==> src/rtl/core/dbd_pkg.sv <==
// Package for the day count block: field widths, limits and the month table.
// Depends on nothing; used by days_between_dates and dbd_checker.
package dbd_pkg;

  localparam int YearW  = 14;
  localparam int MonthW = 4;
  localparam int DayW   = 5;
  localparam int CountW = 22;
  localparam int TailW  = 9;

  localparam int MAX_YEAR_DEF = 9999;

  localparam logic [CountW-1:0] COUNT_MAX = {CountW{1'b1}};

  localparam logic [TailW-1:0] DAYS_COMMON = 9'd365;
  localparam logic [TailW-1:0] DAYS_LEAP   = 9'd366;

  localparam logic [MonthW-1:0] MONTH_JAN = 4'd1;
  localparam logic [MonthW-1:0] MONTH_FEB = 4'd2;
  localparam logic [MonthW-1:0] MONTH_DEC = 4'd12;

  // Days from the first day of the month to the end of the year.
  function automatic logic [TailW-1:0] tail_of_year(input logic [MonthW-1:0] month,
                                                    input logic leap);
    logic [TailW-1:0] v;
    begin
      case (month)
        4'd1:    v = 9'd365;
        4'd2:    v = 9'd334;
        4'd3:    v = 9'd306;
        4'd4:    v = 9'd275;
        4'd5:    v = 9'd245;
        4'd6:    v = 9'd214;
        4'd7:    v = 9'd184;
        4'd8:    v = 9'd153;
        4'd9:    v = 9'd122;
        4'd10:   v = 9'd92;
        4'd11:   v = 9'd61;
        4'd12:   v = 9'd31;
        default: v = '0;
      endcase
      if (leap && (month == MONTH_JAN || month == MONTH_FEB)) begin
        v = v + 9'd1;
      end
      return v;
    end
  endfunction

endpackage

==> src/rtl/core/days_between_dates.sv <==
// Top level of the day count block: sequencer, year sweep and result register.
// Depends on dbd_pkg.
// Sequence: an accepted valid transaction passes ST_SWEEP, ST_TAIL0, ST_TAIL1 and ST_RESULT,
// and the result strobe is registered after ST_RESULT; a rejected one goes straight to ST_RESULT.
// Throughput: one transaction at a time, set by the sweep that visits one year per cycle
// from year 0 through end_year with the accumulator and the leap counters.
// Reset clears the sequencer and sets skip_q to 1; the receiver cannot stall.
module days_between_dates #(
  parameter int MAX_YEAR = dbd_pkg::MAX_YEAR_DEF
) (
  input  logic                        clk_i,
  input  logic                        rst_ni,
  input  logic                        cfg_we_i,
  input  logic                        cfg_wdata_i,
  input  logic                        start,
  output logic                        busy,
  input  logic [dbd_pkg::YearW-1:0]   start_year_i,
  input  logic [dbd_pkg::MonthW-1:0]  start_month_i,
  input  logic [dbd_pkg::DayW-1:0]    start_day_i,
  input  logic [dbd_pkg::YearW-1:0]   end_year_i,
  input  logic [dbd_pkg::MonthW-1:0]  end_month_i,
  input  logic [dbd_pkg::DayW-1:0]    end_day_i,
  output logic                        done_o,
  output logic [dbd_pkg::CountW-1:0]  day_count_o,
  output logic                        bad_input_o
);

  localparam int AccRaw = $clog2((MAX_YEAR + 1) * 366 + 1024) + 1;
  localparam int AccW   = (AccRaw > dbd_pkg::CountW + 1) ? AccRaw : dbd_pkg::CountW + 1;

  typedef enum logic [2:0] {
    ST_IDLE,
    ST_SWEEP,
    ST_TAIL0,
    ST_TAIL1,
    ST_RESULT
  } state_e;

  state_e                       state_q;
  logic                         skip_q;
  logic [dbd_pkg::YearW-1:0]    y0_q, y1_q, yr_q;
  logic [dbd_pkg::MonthW-1:0]   m0_q, m1_q;
  logic [dbd_pkg::DayW-1:0]     d0_q, d1_q;
  logic [1:0]                   mod4_q;
  logic [6:0]                   mod100_q;
  logic [8:0]                   mod400_q;
  logic [11:0]                  mod4000_q;
  logic                         l0_q, l1_q, bad_q, done_q;
  logic signed [AccW-1:0]       acc_q;
  logic [dbd_pkg::CountW-1:0]   count_q;

  logic                         leap;
  logic                         in_bad;
  logic [dbd_pkg::TailW-1:0]    tail0, tail1, len1;
  logic signed [AccW-1:0]       year_len;

  always_comb begin
    if (skip_q && mod4000_q == 12'd0) begin
      leap = 1'b0;
    end else if (mod400_q == 9'd0) begin
      leap = 1'b1;
    end else if (mod100_q == 7'd0) begin
      leap = 1'b0;
    end else begin
      leap = (mod4_q == 2'd0);
    end
  end

  always_comb begin
    in_bad = 1'b0;
    if (start_month_i < dbd_pkg::MONTH_JAN || start_month_i > dbd_pkg::MONTH_DEC ||
        end_month_i < dbd_pkg::MONTH_JAN || end_month_i > dbd_pkg::MONTH_DEC) begin
      in_bad = 1'b1;
    end
    if ({18'd0, start_year_i} > 32'(MAX_YEAR) || {18'd0, end_year_i} > 32'(MAX_YEAR)) begin
      in_bad = 1'b1;
    end
    if (end_year_i < start_year_i) begin
      in_bad = 1'b1;
    end
  end

  assign tail0    = dbd_pkg::tail_of_year(m0_q, l0_q);
  assign tail1    = dbd_pkg::tail_of_year(m1_q, l1_q);
  assign len1     = l1_q ? dbd_pkg::DAYS_LEAP : dbd_pkg::DAYS_COMMON;
  assign year_len = $signed(AccW'(leap ? dbd_pkg::DAYS_LEAP : dbd_pkg::DAYS_COMMON));

  always_ff @(posedge clk_i or negedge rst_ni) begin
    if (!rst_ni) begin
      skip_q <= 1'b1;
    end else if (cfg_we_i) begin
      skip_q <= cfg_wdata_i;
    end
  end

  always_ff @(posedge clk_i or negedge rst_ni) begin
    if (!rst_ni) begin
      state_q <= ST_IDLE;
      done_q  <= 1'b0;
      bad_q   <= 1'b0;
      count_q <= '0;
    end else begin
      done_q <= (state_q == ST_RESULT);
      case (state_q)
        ST_IDLE: begin
          if (start) begin
            y0_q      <= start_year_i;
            m0_q      <= start_month_i;
            d0_q      <= start_day_i;
            y1_q      <= end_year_i;
            m1_q      <= end_month_i;
            d1_q      <= end_day_i;
            yr_q      <= '0;
            mod4_q    <= '0;
            mod100_q  <= '0;
            mod400_q  <= '0;
            mod4000_q <= '0;
            acc_q     <= '0;
            bad_q     <= in_bad;
            state_q   <= in_bad ? ST_RESULT : ST_SWEEP;
          end
        end
        ST_SWEEP: begin
          if (yr_q == y0_q) begin
            l0_q <= leap;
          end
          if (yr_q == y1_q) begin
            l1_q    <= leap;
            state_q <= ST_TAIL0;
          end else begin
            if (yr_q > y0_q) begin
              acc_q <= acc_q + year_len;
            end
            yr_q      <= yr_q + 1'b1;
            mod4_q    <= mod4_q + 2'd1;
            mod100_q  <= (mod100_q == 7'd99) ? 7'd0 : mod100_q + 7'd1;
            mod400_q  <= (mod400_q == 9'd399) ? 9'd0 : mod400_q + 9'd1;
            mod4000_q <= (mod4000_q == 12'd3999) ? 12'd0 : mod4000_q + 12'd1;
          end
        end
        ST_TAIL0: begin
          acc_q   <= acc_q + $signed(AccW'(tail0)) - $signed(AccW'(d0_q));
          state_q <= ST_TAIL1;
        end
        ST_TAIL1: begin
          if (y0_q == y1_q) begin
            acc_q <= acc_q + $signed(AccW'(d1_q)) - $signed(AccW'(tail1));
          end else begin
            acc_q <= acc_q + $signed(AccW'(len1)) + $signed(AccW'(d1_q))
                     - $signed(AccW'(tail1));
          end
          state_q <= ST_RESULT;
        end
        ST_RESULT: begin
          state_q <= ST_IDLE;
          if (bad_q || acc_q < 0) begin
            bad_q   <= 1'b1;
            count_q <= '0;
          end else if (acc_q > $signed(AccW'(dbd_pkg::COUNT_MAX))) begin
            count_q <= dbd_pkg::COUNT_MAX;
          end else begin
            count_q <= acc_q[dbd_pkg::CountW-1:0];
          end
        end
        default: begin
          state_q <= ST_IDLE;
        end
      endcase
    end
  end

  assign busy        = (state_q != ST_IDLE);
  assign done_o      = done_q;
  assign day_count_o = count_q;
  assign bad_input_o = bad_q;

endmodule

==> config.mk <==
export PLATFORM = sky130hd
export DESIGN_NAME = days_between_dates
export DESIGN_NICKNAME = d
export VERILOG_FILES = /design/src/rtl/core/dbd_pkg.sv /design/src/rtl/core/days_between_dates.sv
export SDC_FILE = /design/constraint.sdc
export NUM_CORES = 1
export LEC_CHECK = 0
export ABC_AREA = 1
export ABC_CLOCK_PERIOD_IN_PS = 4760
export BUFFER_PORTS_ARGS = -buffer_cell sky130_fd_sc_hd__buf_2
export CORE_MARGIN = 2
export CORE_UTILIZATION = 40
export DETAILED_ROUTE_END_ITERATION = 16
export PLACE_DENSITY_LB_ADDON = 0.3
export SLEW_MARGIN = 10
export SYNTH_ARGS = -nofsm -noshare
export SYNTH_HDL_FRONTEND = slang
export SYNTH_SLANG_ARGS = --single-unit
==> constraint.sdc <==
create_clock -name clk_i -period 4.76 [get_ports clk_i]
set_input_delay 0.714 -clock clk_i [delete_from_list [all_inputs] [get_ports clk_i]]
set_output_delay 0.714 -clock clk_i [all_outputs]
set_load 0.02 [all_outputs]
==> results.md <==
* Post-synth EDFFs at 115
* Minimum clock period at between 4 and 5 ns
* Port-buffer cells at 75
* Post-cts resize count at 0
* Iteration-0 DRC Markers at between 900 and 1000
* Initial antenna violation count at 0
* Yosys cell types at 50
* Number of vias per cell at 5.18
* Accumulated negative setup slack at 0 ns
* Fmax at roughly 0.23 GHz
* Post-CTS Hold Buffers at 0
* Pwr per Cell Area at 713 nW/um^2
* CTS root buffer: clkbuf_16
* Drt pass-1 iters at 6
* Core Area at about 35000 sq um
* R2r setup slk at 0.41 ns
* Chip Width at 192 um
* CP Buf/Inv Count at 2
* Nets at 2236
* Via Count at 12900
* Yosys warns at 0
* Critical Path RT at 4.96 ns
* Peak VDD IR at 0.000373 V
* CTS Buf Count at 17
* Sequential-to-total area share from yosys stat at 0.321
* Fin crit share at 0.914
* Final WL at 43400 um
* Most frequent cells in the layout: nand2_1 (466), inv_1 (335), nor2_1 (192), nand3_1 (182), ha_1 (137)
* Crit path max fanout at 6
* First-pass GRT wire length at approximately 67000 um
* Crit path cell chain: nor2_1, nand4_1, mux2_2, fa_1, inv_1, fa_1, ha_1, fa_1, inv_1, nor2_1, nor2_1, o21ai_0, nand2_1, nand2_1, nand2_1, nand3_1, nand3_1, nand3_1
* Post-CTS setup buffers at 0
* Area growth from synthesis to layout at 11.0%
* # Max-Cap Violations at 0
* Cell total after placement at 2457
* Gr ovfl total at 0
* Worst endpoint data arrival time at ~4.6 ns
* DP Wirelength at 34700 um
* Syn Std Cell Area at 14100 sq um
* Layout cells sized above 1 at 0.0762
* Synth Net Count at 2154
* CTS Buffer Depth at 2
* Area of the die at between 30000 and 40000 sq um
* Synth Area per Inst at between 7 and 8 sq um
* Die Ht at 192 um
* Slew @ Worst Pin at 1.10 ns
* Worst Hold Class: in -> async
* Startpoint types: register
* RePlAce Congestion at 1.00
* Setup Skew at 0.0175 ns
* Crit-path slowest cell: fa_1
* RSZ-0062 raised after global routing: no
* Post-route ant nets at 0
* Vias in the first global route at 12100
* Yosys reg bits at 161
* Fin cells at roughly 2500
* Top Ports at 76
* Post-synthesis cell count at between 1500 and 2000
* Pin count of the biggest net entering global routing at 47
* Kind of critical path: reg -> reg
* Total global-route track usage at 0.240
* Sink Count at roughly 160
* Max Transition Viols Final at 0
* Clk slew on worst S/H paths at ~0.080 ns
* Ant diodes at 0
* Post-synth ARST share at 0.174
* Final setup viols at 0
* CTS tree: built
* Routed wire per std cell at 17.5 um
* Slowest Stage Delay on Critical Path at around 0.54 ns
* Htree depth at 4
* Leak pwr at 0.00765 uW
* CP delay by family, top: adder cells
* Most used DFF post-synth: edfxtp_1
* Clk_lat worst skew at about 0.45 ns
* Placement row count at 68
* Most common cell after layout, fill and taps aside: nand2_1
* Status: finished, final reports clean
* Relative slew slack at 0.264
* Initial Utilization at 0.407
* Hold Violations, Final at 0
* CP endpoint kind: register
* Residual DRC at 0
cells in the mapped netlist (3+ instances only):
cell type  instances  area share
nand2_1          466        0.12
ha_1             137        0.12
or2_2             10      0.0044
and2_1             4      0.0018
nand3_1          182       0.065
buf_4              3      0.0016
xnor2_1           16      0.0099
o21ai_0          100       0.036
edfxtp_1         115        0.25
dfrtp_1           27       0.048
nor2_1           192       0.051
o21ai_2            6      0.0037
nand3b_1           4      0.0021
xor2_1            38       0.024
a21oi_1           87       0.031
a31oi_1            3      0.0013
o21bai_1           5      0.0027
inv_1            336       0.090
buf_2              6      0.0021
o21ai_1           19      0.0068
inv_2              6      0.0016
nor4_1             9      0.0040
clkbuf_1          11      0.0029
dfxtp_1           18       0.026
nor3b_1            9      0.0048
nor3_1            28      0.0099
fa_1              27       0.038
o211ai_1           8      0.0043
nand4_1           28       0.012
o21a_1             6      0.0032
nor3_2             4      0.0028
metal layers:
metal	vias up	GRT usage	share of wire
met5	-	0	0
met4	0	0.0970	0.038
met3	72	0.0424	0.060
met2	390	0.402	0.47
met1	5937	0.307	0.43
li1	6483	-	-
kinds of logic after synthesis:
family	after synthesis	share of synthesized area
compound gates	253	0.0994
flops	161	0.321
fa+ha+maj	164	0.160
buf+inv	363	0.0981
simple gates	942	0.287
xor+xnor	54	0.0336
mux	2	0.00160
through the flow:
step,hold WS [ns],utilization,setup slack [ns],area (sq um),total power (uW)
finish,0.157,0.452,0.411,15600,11100
global route,0.144,0.452,0.0918,15600,12100
CTS,0.133,0.451,0.453,15600,11100
detailed placement,0.494,0.434,0.450,15000,9570
global placement,0.492,0.434,0.558,15000,9500
floorplan,0.418,-,0.970,14100,7380
worst reg2reg max path: cells and delay by family (launching register included):
family	cells	cell delay (ns)
mux	1	0.37
compound gates	1	0.23
flops	1	0.38
fa+ha+maj	4	1.74
buf+inv	2	0.17
simple gates	10	1.21
final timing paths:
kind | cells past startpoint | start | end
min in group clk_i | 1 | end_day_i[0] | d1_q[0]
setup / recovery | 18 | m1_q[3] | acc_q[17]
setup reg to reg | 18 | m1_q[3] | acc_q[17]
hold / removal | 1 | rst_ni | state_q[2]
max in group asynchronous | 2 | rst_ni | state_q[1]
hold reg to reg | 2 | day_count_o[1] | day_count_o[1]
where the power goes:
part | internal [uW] | leakage [uW] | total, uW | switching, uW
clock network | 820 | 0.000301 | 1450 | 629
logic | 2340 | 0.00573 | 7280 | 4940
registers | 1990 | 0.00162 | 2420 | 426
total | 5150 | 0.00765 | 11100 | 5990
cell type report:
type / count / area [sq um]
fillers: 3464 / 19000
multi-input cells: 1415 / 8230
flip-flops and latches: 161 / 4520
inverters: 343 / 1290
well taps: 455 / 569
clock buffers: 24 / 513
repair buffers: 83 / 435
clock inverters: 8 / 90.1
(Power assumes the default switching activity.)
